<file path="config.mk">
export PLATFORM = sky130hd
export DESIGN_NAME = ordered_dither_chunky_to_planar_unit
export DESIGN_NICKNAME = d
export VERILOG_FILES = /design/src/rtl/odc2p_pkg.sv /design/src/rtl/odc2p_front.sv /design/src/rtl/odc2p_fifo.sv /design/src/rtl/odc2p_back.sv /design/src/rtl/ordered_dither_chunky_to_planar_unit.sv
export SDC_FILE = /design/constraint.sdc
export NUM_CORES = 2
export LEC_CHECK = 0
export BUFFER_PORTS_ARGS = -buffer_cell sky130_fd_sc_hd__buf_2
export CORE_ASPECT_RATIO = 0.5
export CORE_MARGIN = 3
export CORE_UTILIZATION = 30
export CTS_BUF_LIST = sky130_fd_sc_hd__clkbuf_4 sky130_fd_sc_hd__clkbuf_8 sky130_fd_sc_hd__clkbuf_16
export DETAILED_ROUTE_END_ITERATION = 7
export GPL_TIMING_DRIVEN = 0
export SYNTH_ARGS = -nofsm -noshare
export SYNTH_HDL_FRONTEND = slang
export SYNTH_SLANG_ARGS = --single-unit
</file>
<file path="constraint.sdc">
create_clock -name clk -period 3.96 [get_ports clk]
set_input_delay 0.594 -clock clk [delete_from_list [all_inputs] [get_ports clk]]
set_output_delay 0.594 -clock clk [all_outputs]
set_load 0.1 [all_outputs]
</file>
<file path="src/rtl/odc2p_pkg.sv">
`timescale 1ns / 1ps
// Shared types, codes and dither tables for the chunky-to-planar dither unit.
package odc2p_pkg;

	localparam int BLOCK_PIXELS = 16;
	localparam int POS_W        = 4;
	localparam int PEN_W        = 4;
	localparam int MIX_W        = 5;
	localparam int THR_W        = 4;
	localparam int MODE_W       = 3;
	localparam int PLANES       = 4;

	localparam logic [POS_W-1:0] LAST_POS = POS_W'(BLOCK_PIXELS - 1);

	// Request opcodes
	typedef enum logic {
		OP_WRITE = 1'b0,
		OP_PIXEL = 1'b1
	} op_t;

	// Dither mode codes; unused codes fall back to Bayer 4x4
	localparam logic [MODE_W-1:0] MODE_NEAREST  = 3'd0;
	localparam logic [MODE_W-1:0] MODE_BAYER2   = 3'd1;
	localparam logic [MODE_W-1:0] MODE_BAYER4   = 3'd2;
	localparam logic [MODE_W-1:0] MODE_HALFTONE = 3'd3;
	localparam logic [MODE_W-1:0] MODE_NOISE    = 3'd4;

	typedef logic [PEN_W-1:0] pen_t;

	typedef struct packed {
		logic [MIX_W-1:0] mix;
		pen_t             far_pen;
		pen_t             near_pen;
	} entry_t;

	// Pixel request handed from the front end to the packer
	typedef struct packed {
		entry_t           entry;
		logic [1:0]       row_phase;
		logic [THR_W-1:0] noise_level;
	} pix_req_t;

	localparam logic [THR_W-1:0] BAYER4_TAB [16] = '{
		4'd0, 4'd8, 4'd2, 4'd10, 4'd12, 4'd4, 4'd14, 4'd6,
		4'd3, 4'd11, 4'd1, 4'd9, 4'd15, 4'd7, 4'd13, 4'd5
	};
	localparam logic [THR_W-1:0] BAYER2_TAB [4] = '{4'd2, 4'd10, 4'd14, 4'd6};
	localparam logic [THR_W-1:0] HALFTONE_TAB [16] = '{
		4'd6, 4'd7, 4'd8, 4'd9, 4'd5, 4'd0, 4'd1, 4'd10,
		4'd4, 4'd3, 4'd2, 4'd11, 4'd15, 4'd14, 4'd13, 4'd12
	};

	// Pen choice for one pixel; the column is the low two bits of the position
	function automatic pen_t pick_pen(input logic [MODE_W-1:0] mode,
		input pix_req_t req, input logic [POS_W-1:0] pos);
		logic [3:0]       cell_sel;
		logic [THR_W-1:0] thr;
		pen_t             pen;
		cell_sel = {req.row_phase, pos[1:0]};
		case (mode)
			MODE_BAYER2:   thr = BAYER2_TAB[{cell_sel[2], cell_sel[0]}];
			MODE_HALFTONE: thr = HALFTONE_TAB[cell_sel];
			MODE_NOISE:    thr = req.noise_level;
			default:       thr = BAYER4_TAB[cell_sel];
		endcase
		if (mode == MODE_NEAREST) begin
			pen = req.entry.near_pen;
		end else if (req.entry.mix > {1'b0, thr}) begin
			pen = req.entry.far_pen;
		end else begin
			pen = req.entry.near_pen;
		end
		return pen;
	endfunction

endpackage

</file>
<file path="src/rtl/odc2p_front.sv">
`timescale 1ns / 1ps
// Front end: request intake, pair table memory and table lookup stage.
module odc2p_front import odc2p_pkg::*; #(
	parameter int PALETTE_ENTRIES = 256
) (
	input  logic         clk,
	input  logic         arst_n,
	input  logic         in_valid,
	output logic         in_ready,
	input  logic         op,
	input  logic [7:0]   pixel_index,
	input  logic [3:0]   near_pen,
	input  logic [3:0]   far_pen,
	input  logic [4:0]   mix_level,
	input  logic [1:0]   row_phase,
	input  logic [3:0]   noise_level,
	output logic         req_valid,
	input  logic         req_ready,
	output pix_req_t     req
);

	localparam int AW = $clog2(PALETTE_ENTRIES);

	entry_t           mem [PALETTE_ENTRIES];
	entry_t           rdata_s1;
	logic             hit_s1;
	logic [1:0]       row_s1;
	logic [THR_W-1:0] noise_s1;
	logic             valid_s1;
	logic             accept;
	logic             in_range;
	logic [AW-1:0]    addr;

	assign in_range = {1'b0, pixel_index} < 9'(PALETTE_ENTRIES);
	assign addr     = pixel_index[AW-1:0];
	assign in_ready = !valid_s1 || req_ready;
	assign accept   = in_valid && in_ready;

	// Table write and registered lookup
	always_ff @(posedge clk) begin
		if (accept && op == OP_WRITE && in_range) begin
			mem[addr] <= '{mix: mix_level, far_pen: far_pen, near_pen: near_pen};
		end
		if (accept && op == OP_PIXEL) begin
			rdata_s1 <= mem[addr];
			hit_s1   <= in_range;
			row_s1   <= row_phase;
			noise_s1 <= noise_level;
		end
	end

	always_ff @(posedge clk or negedge arst_n) begin
		if (!arst_n) begin
			valid_s1 <= 1'b0;
		end else if (in_ready) begin
			valid_s1 <= accept && op == OP_PIXEL;
		end
	end

	// Out-of-range index reads as an all-zero entry
	assign req_valid       = valid_s1;
	assign req.entry       = hit_s1 ? rdata_s1 : '0;
	assign req.row_phase   = row_s1;
	assign req.noise_level = noise_s1;

	a_stall_needs_data: assert property (@(posedge clk) disable iff (!arst_n)
		!in_ready |-> valid_s1)
		else $error("front stalled with empty lookup stage");

endmodule

</file>
<file path="src/rtl/odc2p_fifo.sv">
`timescale 1ns / 1ps
// Two-entry queue of pixel requests between front end and packer.
module odc2p_fifo import odc2p_pkg::*; (
	input  logic     clk,
	input  logic     arst_n,
	input  logic     push_valid,
	output logic     push_ready,
	input  pix_req_t push_data,
	output logic     pop_valid,
	input  logic     pop_ready,
	output pix_req_t pop_data
);

	localparam int DEPTH = 2;
	localparam int PW    = $clog2(DEPTH);
	localparam int CW    = $clog2(DEPTH + 1);

	pix_req_t        slots_q [DEPTH];
	logic [PW-1:0]   wr_ptr_q;
	logic [PW-1:0]   rd_ptr_q;
	logic [CW-1:0]   count_q;
	logic            push;
	logic            pop;

	assign push_ready = count_q != CW'(DEPTH);
	assign pop_valid  = count_q != '0;
	assign push       = push_valid && push_ready;
	assign pop        = pop_valid && pop_ready;
	assign pop_data   = slots_q[rd_ptr_q];

	always_ff @(posedge clk) begin
		if (push) begin
			slots_q[wr_ptr_q] <= push_data;
		end
	end

	always_ff @(posedge clk or negedge arst_n) begin
		if (!arst_n) begin
			wr_ptr_q <= '0;
			rd_ptr_q <= '0;
			count_q  <= '0;
		end else begin
			if (push) begin
				wr_ptr_q <= (wr_ptr_q == PW'(DEPTH - 1)) ? '0 : wr_ptr_q + 1'b1;
			end
			if (pop) begin
				rd_ptr_q <= (rd_ptr_q == PW'(DEPTH - 1)) ? '0 : rd_ptr_q + 1'b1;
			end
			case ({push, pop})
				2'b10:   count_q <= count_q + 1'b1;
				2'b01:   count_q <= count_q - 1'b1;
				default: count_q <= count_q;
			endcase
		end
	end

	a_count_bound: assert property (@(posedge clk) disable iff (!arst_n)
		count_q <= CW'(DEPTH))
		else $error("queue count overflow");

	a_ptr_gap: assert property (@(posedge clk) disable iff (!arst_n)
		(count_q == '0 || count_q == CW'(DEPTH)) |-> wr_ptr_q == rd_ptr_q)
		else $error("queue pointers disagree with count");

endmodule

</file>
<file path="src/rtl/odc2p_back.sv">
`timescale 1ns / 1ps
// Back end: pen selection, plane shifting and block output register.
module odc2p_back import odc2p_pkg::*; (
	input  logic              clk,
	input  logic              arst_n,
	input  logic [MODE_W-1:0] mode,
	input  logic              req_valid,
	output logic              req_ready,
	input  pix_req_t          req,
	output logic              out_valid,
	input  logic              out_ready,
	output logic [15:0]       plane_word_0,
	output logic [15:0]       plane_word_1,
	output logic [15:0]       plane_word_2,
	output logic [15:0]       plane_word_3
);

	logic [BLOCK_PIXELS-1:0] acc_q   [PLANES];
	logic [BLOCK_PIXELS-1:0] acc_nx  [PLANES];
	logic [BLOCK_PIXELS-1:0] word_q  [PLANES];
	logic [POS_W-1:0]        pos_q;
	logic                    out_valid_q;
	logic                    pop;
	logic                    last;
	logic [BLOCK_PIXELS-1:0] slot;
	pen_t                    pen;

	assign last      = pos_q == LAST_POS;
	// Only the closing pixel of a block needs room in the output register
	assign req_ready = !last || !out_valid_q || out_ready;
	assign pop       = req_valid && req_ready;
	assign pen       = pick_pen(mode, req, pos_q);
	assign slot      = {1'b1, {(BLOCK_PIXELS-1){1'b0}}} >> pos_q;

	always_comb begin
		for (int k = 0; k < PLANES; k++) begin
			acc_nx[k] = acc_q[k] | (pen[k] ? slot : '0);
		end
	end

	always_ff @(posedge clk) begin
		if (pop && last) begin
			for (int k = 0; k < PLANES; k++) begin
				word_q[k] <= acc_nx[k];
			end
		end
	end

	always_ff @(posedge clk or negedge arst_n) begin
		if (!arst_n) begin
			pos_q       <= '0;
			out_valid_q <= 1'b0;
			for (int k = 0; k < PLANES; k++) begin
				acc_q[k] <= '0;
			end
		end else begin
			if (pop) begin
				pos_q <= last ? '0 : pos_q + 1'b1;
				for (int k = 0; k < PLANES; k++) begin
					acc_q[k] <= last ? '0 : acc_nx[k];
				end
			end
			if (pop && last) begin
				out_valid_q <= 1'b1;
			end else if (out_ready) begin
				out_valid_q <= 1'b0;
			end
		end
	end

	assign out_valid    = out_valid_q;
	assign plane_word_0 = word_q[0];
	assign plane_word_1 = word_q[1];
	assign plane_word_2 = word_q[2];
	assign plane_word_3 = word_q[3];

	a_block_emits: assert property (@(posedge clk) disable iff (!arst_n)
		pop && last |=> out_valid_q && pos_q == '0)
		else $error("block close did not raise output");

	a_block_clears: assert property (@(posedge clk) disable iff (!arst_n)
		pop && last |=> acc_q[0] == '0 && acc_q[1] == '0 && acc_q[2] == '0
			&& acc_q[3] == '0)
		else $error("accumulators not cleared after block");

endmodule

</file>
<file path="src/rtl/ordered_dither_chunky_to_planar_unit.sv">
`timescale 1ns / 1ps
// Top level of the ordered-dither chunky-to-planar converter.
//
// Takes one request per cycle, sustained while out_ready stays high:
// either a pair table write (op 0) or a pixel (op 1). A pixel's palette
// index looks up its nearest pen, second pen and mix level in a 256-entry
// table RAM with a registered read; the second pen wins when the mix level
// is above the dither threshold picked by dither_mode (not in nearest
// mode). Pens are shifted into four plane words, pixel 0 in bit 15, and
// after every 16th pixel the four words are presented together. A pixel
// is packed after the registered table read and the two-entry queue; a
// 16th pixel's block result is presented from the edge that packs it. The
// front end (lookup) and back end (packer plus output register) stall
// independently; the queue absorbs a stalled output register so requests
// keep flowing until it fills. Table writes produce no result and do not
// advance the pixel position. The table is not cleared at reset: load
// every entry a pixel will use first. Indices at or above PALETTE_ENTRIES
// read as pen 0 and writes to them are dropped. dither_mode may only be
// changed while the block is idle; codes 5 to 7 act as Bayer 4x4.
module ordered_dither_chunky_to_planar_unit import odc2p_pkg::*; #(
	parameter int PALETTE_ENTRIES = 256
) (
	input  logic        clk,
	input  logic        arst_n,
	// configuration
	input  logic        dither_mode_we,
	input  logic [2:0]  dither_mode,
	// request channel
	input  logic        in_valid,
	output logic        in_ready,
	input  logic        op,
	input  logic [7:0]  pixel_index,
	input  logic [3:0]  near_pen,
	input  logic [3:0]  far_pen,
	input  logic [4:0]  mix_level,
	input  logic [1:0]  row_phase,
	input  logic [3:0]  noise_level,
	// result channel
	output logic        out_valid,
	input  logic        out_ready,
	output logic [15:0] plane_word_0,
	output logic [15:0] plane_word_1,
	output logic [15:0] plane_word_2,
	output logic [15:0] plane_word_3
);

	logic [MODE_W-1:0] mode_q;
	logic              f_valid;
	logic              f_ready;
	pix_req_t          f_req;
	logic              b_valid;
	logic              b_ready;
	pix_req_t          b_req;

	// Mode register, Bayer 4x4 out of reset
	always_ff @(posedge clk or negedge arst_n) begin
		if (!arst_n) begin
			mode_q <= MODE_BAYER4;
		end else if (dither_mode_we) begin
			mode_q <= dither_mode;
		end
	end

	// Lookup stage: writes land in the table, pixels fetch their entry
	odc2p_front #(
		.PALETTE_ENTRIES(PALETTE_ENTRIES)
	) u_front (
		.clk        (clk),
		.arst_n     (arst_n),
		.in_valid   (in_valid),
		.in_ready   (in_ready),
		.op         (op),
		.pixel_index(pixel_index),
		.near_pen   (near_pen),
		.far_pen    (far_pen),
		.mix_level  (mix_level),
		.row_phase  (row_phase),
		.noise_level(noise_level),
		.req_valid  (f_valid),
		.req_ready  (f_ready),
		.req        (f_req)
	);

	// Decoupling queue
	odc2p_fifo u_fifo (
		.clk       (clk),
		.arst_n    (arst_n),
		.push_valid(f_valid),
		.push_ready(f_ready),
		.push_data (f_req),
		.pop_valid (b_valid),
		.pop_ready (b_ready),
		.pop_data  (b_req)
	);

	// Pen choice, plane packing and output register
	odc2p_back u_back (
		.clk         (clk),
		.arst_n      (arst_n),
		.mode        (mode_q),
		.req_valid   (b_valid),
		.req_ready   (b_ready),
		.req         (b_req),
		.out_valid   (out_valid),
		.out_ready   (out_ready),
		.plane_word_0(plane_word_0),
		.plane_word_1(plane_word_1),
		.plane_word_2(plane_word_2),
		.plane_word_3(plane_word_3)
	);

endmodule

</file>
# Yosys cells after proc, flatten, opt, wreduce, memory -nomap -nowiden
# Memory sizes are Yosys's and may differ from the RTL's. A register that Yosys moved wholly into a read port is not among the register bits.
# Cells that the tools add are included.
[totals] reg_bits=83 ramBits=3430 mem_bits_ro=128 output_inout_bits=66 elab_cells=87 mem_count=5
[op_classes] addsub=5 magnitude_cmp=3 n_eq_ne=7 shifts=1 muxes=30 bitwise_logic=7 reduce_logical=16
[memory_table] name="u_front.mem" depth=256 word_bits=13 rd=1 rd_ports_with_merged_regs=1 wr=1 line_no="odc2p_front.sv:24" rtl="entry_t mem [PALETTE_ENTRIES];"
[memory_table] name="(name not given)" depth=16 word_bits=4 rd=1 rd_ports_with_merged_regs=0 wr=0 line_no="odc2p_pkg.sv:62" rtl="MODE_HALFTONE: thr = HALFTONE_TAB[cell_sel];"
[memory_table] name="(name not given)" depth=16 word_bits=4 rd=1 rd_ports_with_merged_regs=0 wr=0 line_no="odc2p_pkg.sv:64" rtl="default: thr = BAYER4_TAB[cell_sel];"
[memory_table] name="u_back.word_q" depth=4 word_bits=16 rd=4 rd_ports_with_merged_regs=0 wr=4 line_no="odc2p_back.sv:20" rtl="logic [BLOCK_PIXELS-1:0] word_q [PLANES];"
[memory_table] name="u_fifo.slots_q" depth=2 word_bits=19 rd=1 rd_ports_with_merged_regs=0 wr=1 line_no="odc2p_fifo.sv:18" rtl="pix_req_t slots_q [DEPTH];"
[ops] operator="16-bit two-way mux" n=8
[ops] operator="16-bit OR" n=4
[ops] operator="4-bit two-way mux" n=9
[ops] operator="16-bit by 4-bit >> shifter with 16-bit output (first input constant)" n=1
[ops] operator="4-bit one-hot mux with 3 select lines" n=1
[ops] operator="1-bit two-way mux" n=10
[ops] operator="4-bit binary-select mux with 2-bit select" n=1
[ops] operator="1-bit logical AND" n=6
[ops] operator="2-bit nonzero test" n=3
[ops] operator="5-bit >= comparator (second input constant)" n=1
[ops] operator="5-bit by 4-bit greater-than comparator with 1-bit output" n=1
[ops] operator="4-bit NOT with 5-bit output" n=1
[ops] operator="4-bit by 1-bit adder with 4-bit output (second input constant)" n=1
[ops] operator="4-bit equality test (second input constant)" n=1
[ops] operator="2-bit one-hot mux with 2 select lines" n=1
[ops] operator="3-bit by 1-bit equality test with 1-bit output (second input constant)" n=1
[ops] operator="3-bit by 2-bit equality test with 1-bit output (second input constant)" n=1
[ops] operator="3-bit equality test (second input constant)" n=1
[ops] operator="3-bit >= comparator (second input constant)" n=1
[ops] operator="1-bit zero test" n=3
[ops] operator="3-bit zero test" n=1
[ops] operator="1-bit logical OR" n=3
[ops] operator="2-bit NOT with 3-bit output" n=1
[ops] operator="1-bit adder (second input constant)" n=2
[ops] operator="6 further kinds" n=6

# Longest topological paths before layout
# An unclocked memory read counts as a cell.
[depth] depth_word=12 ltp_mapped=15 ltp_nobuf=14

# Modules after synthesis
# A second synthesis with hierarchy kept.
[unflattened] hier_cells=6401 hier_area_um2=136278.2
[modules_own_cells] module="odc2p_front" n_inst=1 cells_per_inst=5526 area_per_inst_um2=126726.5
[modules_own_cells] module="odc2p_back" n_inst=1 cells_per_inst=793 area_per_inst_um2=7881.3
[modules_own_cells] module="odc2p_fifo" n_inst=1 cells_per_inst=76 area_per_inst_um2=1560.2
[modules_own_cells] module="ordered_dither_chunky_to_planar_unit" n_inst=1 cells_per_inst=6 area_per_inst_um2=110.1

# Least setup slack after synthesis
# No wires, ideal clock.
[synth_path] path_type="flip-flop to flip-flop" from="register u_fifo.rd_ptr_q" to="memory u_back.word_q[1][10] (data pin)" setup_ps=254 t_arrival_ps=3301 required_ps=3706 slack_ps=405 stages_incl_launch_ff=15 n_path_buf=2 path_cell_list="dfrtp_1 -> buf_2 -> mux2i_1 -> xnor2_1 -> a21oi_1 -> o22ai_1 -> o21a_1 -> ha_1 -> nand2b_1 -> a21oi_1 -> o21ai_0 -> a21o_1 -> mux4_2 -> clkbuf_1 -> a21o_1"
[synth_lines] element="start: declaration" line_no="odc2p_fifo.sv:20" rtl="logic [PW-1:0] rd_ptr_q;"
[synth_lines] element="start signal: assignment" line_no="odc2p_fifo.sv:47" rtl="rd_ptr_q <= (rd_ptr_q == PW'(DEPTH - 1)) ? '0 : rd_ptr_q + 1'b1;"
[synth_lines] element="end: declaration" line_no="odc2p_back.sv:20"

==> reports/results.ini <==
[status]
status = complete, but fails checks
violations = capacitance limit, slew limit, setup timing

[power_and_ir_drop]
comb_power_share = 0.081
p_per_area_nw_per_um2 = 519
swShare = 0.229
ir_drop_v = 0.000350
seqPwrFrac = 0.520
p_leak_uw = 0.0472
power.switching_uw = 18400
clkPwrFrac = 0.399
p_int_uw = 62200
power_uw = 80600

[timing]
fmax_mhz = 238
setup_slack_ps = -240
slew_headroom = -0.0208
hold_viol_final = 0
fin_crit_sh = 1.06
slew_violations = 11
rsz0062_at_grt = true
worst_slew_pin_slew_ps = 1530
holdWs_ps = 59.9
setup-violations-final = 158
fin_skew_ps = 123
period_needed_ps = 4200

[hold_path]
hold_path_class = in -> reg

[setup_path]
max_stage_delay_ps = 800
end_kind = flop
path_max_fanout = 10
critPathKind = in -> reg
cp-start-kind = primary input
path_buf_inv = 4
crit_family = buffers and inverters
cpMostUsedCell = clkbuf_1
required_ps = 4550
arrival_ps = 4790
critPathSlowestCell = o22ai_1
cp_cell_sequence = buf_2, nor2b_1, clkbuf_1, clkbuf_4, clkbuf_1, a22oi_1, a21oi_1, nor4_1, o22ai_1, nand3b_1

[floorplan]
rows = 172
die_h_um = 478
die_w_um = 951
core_area_um2 = 442000
ios = 102
start_util = 0.303
dieArea_um2 = 455000

[run]
max-cap-violations = 1

[route]
drc = 0
drtPass1Iterations = 6
drt-total-wl_um = 375000
wl_per_cell_um = 29.6
drt-initial-drc-count = 9050
dr_total_vias = 66400
vias_per_cell = 5.23
ant_nets = 0

[global_routing]
grt_usage = 0.160
grt_pass1_vias = 65400
grt_antenna_before_repair = 32
gr-total-overflow = 0
grt_pass1_wl_um = 520000
grt_max_degree = 140

[synthesis]
syn_inst = 6004
syn_area_um2 = 134000
yosysWarnings = 0
synth_top_area_frac = 0.774
ys_seq_area_frac = 0.788
synth_nets = 6052
synth_area_leaders = edfxtp_1, mux4_2, a22oi_1
synth_area_leader_cell = edfxtp_1
ys_types = 42
syn_area_per_cell_um2 = 22.3
ys_ff_latch = 3526

[clocking]
cts.clk_slew.worst_paths_ps = 60
clkLatencyLatePin_ps = 920
h-tree-depth = 5
cts_max_path_buffers = 4
root_buffer = clkbuf_16
cts_tree = built
cts_sinks = 3526
cts_made_buffers = 337

[final_layout]
fillerInstances = 40500
drive_above_1_share = 0.292
final_area_um2 = 155000
fin_nets = 6552
area_growth_pct = 16.2

[placement]
dp_worst_setup_slack_ps = -2660
gp_congestion = 0.878
io_buffers = 97
dp_hpwl_um = 240000
place_area_um2 = 143000

-- power by group through the flow --
stage          Sequential, µW  Combinational (µW)  Clock [µW]
6_report                41900                6530       32200
5_1_grt                 42000                6900       34000
4_1_cts                 41900                6480       32500
3_5_place_dp            42700                6340           0
3_3_place_gp            42900                6140           0
2_1_floorplan           42900                3280           0
-- repair_timing --
| item | CTS | global route |
|---|---|---|
| buffers inserted | 2 | 1 |
| pin swaps | 0 | 2 |
| endpoints found under the hold margin | 84 | 0 |
| resized for setup | 317 | 87 |
| hold buffers | 3 | 0 |
| setup endpoints to repair | 3428 | 836 |
-- cell usage after synthesis (all sizes together) --
cell type and instances:
edfxtp 3449, mux4 836, a22oi 416, nor2 269
clkbuf 235, a21oi 212, buf 134, dfrtp 76
a22o 64, a21o 57, nand2 39, nor4 27
o41ai 26, nor2b 24, o22ai 17, nand3b 14
nand3 13, ha 12, and2 11, o21ai 10
a31o 9, mux2i 8, inv 6, mux2 6
nand2b 6, xnor2 6, and3 4, xor2 3
nand4 2, nor4b 2, o22a 2, or2 2
dfstp 1, nor3 1, nor4bb 1, o211ai 1
o21a 1, o311ai 1, o31ai 1
-- placed cells by master (no fill, tap or decap), types with 23 or more instances in the layout --
cell type	count
edfxtp_1	3449
mux4_2	836
a22oi_1	416
clkbuf_16	347
a21oi_1	211
clkbuf_1	182
buf_2	167
nor2_2	120
clkbuf_4	97
nor2_4	90
dfrtp_1	76
a22o_1	64
nor2_1	59
clkinv_2	58
a21o_1	56
clkinv_1	56
clkbuf_2	43
buf_16	31
buf_4	27
nand2_1	26
o41ai_1	26
bufinv_16	25
nor2b_1	23
-- worst paths after layout --
check	depth (start not counted)	from	end	slack [ps]
worst min register to register	0	u_front.rdata_s1[10]	u_fifo.slots_q[0][16]	430
worst max-delay path	10	pixel_index[3]	u_front.rdata_s1[2]	-240
worst min-delay path	1	noise_level[1]	u_front.noise_s1[1]	60
min in group asynchronous	2	arst_n	u_back.acc_q[59]	150
max in group asynchronous	3	arst_n	mode_q[1]	3190
worst max register to register	9	u_fifo.count_q[0]	u_front.mem[58][7]	-130
-- registers in the layout (all words and copies together) (netlist names) --
name               cells
mode_q                 3
u_front.rdata_s1      13
u_front.row_s1         2
u_fifo.count_q         2
u_front.mem         3328
u_back.pos_q           4
u_fifo.rd_ptr_q        1
u_fifo.wr_ptr_q        1
u_fifo.slots_q        38
u_front.req_valid      1
u_front.noise_s1       4
u_back.word_q         64
u_back.acc_q          64
u_back.out_valid       1
-- cell families (layout without fill, tap and decap cells) --
family	count (synthesis)	after routing	synth area share
flops	3526	3526	0.788
xor+xnor	9	9	0.000589
mux	850	850	0.142
fa+ha+maj	12	12	0.00112
compound gates	817	817	0.0425
other cells	0	6	0
simple gates	415	415	0.0137
buf+inv	375	1132	0.0120
-- layout make-up --
| type | instances | area [µm²] | share of cell area |
|---|---|---|---|
| Multi-Input combinational cell | 2103 | 28000 | 0.180 |
| Inverter | 6 | 22.5 | 0.000145 |
| Sequential cell | 3526 | 105000 | 0.679 |
| Clock buffer | 434 | 9360 | 0.0602 |
| Tap cell | 5916 | 7400 | 0.0476 |
| Timing Repair Buffer | 161 | 1950 | 0.0125 |
| Antenna cell | 6 | 15.0 | 0.0000966 |
| Clock inverter | 162 | 1520 | 0.00978 |
| Buffer | 369 | 1730 | 0.0111 |
-- metal layers --
metal,up-vias,GRT usage,wire length (µm),share of wire
li1,26600,-,-,-
met1,35800,0.221,151000,0.40
met2,3273,0.250,174000,0.46
met3,618,0.0371,36000,0.096
met4,6,0.0550,14500,0.039
met5,-,0,36,0.000096
-- stage by stage --
step | util | cells | setup TNS [ps]
final | 0.352 | 12700 | -6370
after detailed placement | 0.324 | 12100 | -6127580
after CTS | 0.351 | 12700 | -1950
after global placement | 0.321 | 12000 | -
after global routing | 0.352 | 12700 | -23530
after floorplan | - | 6004 | 0
No activity file was read; power rests on OpenSTA's default activity.
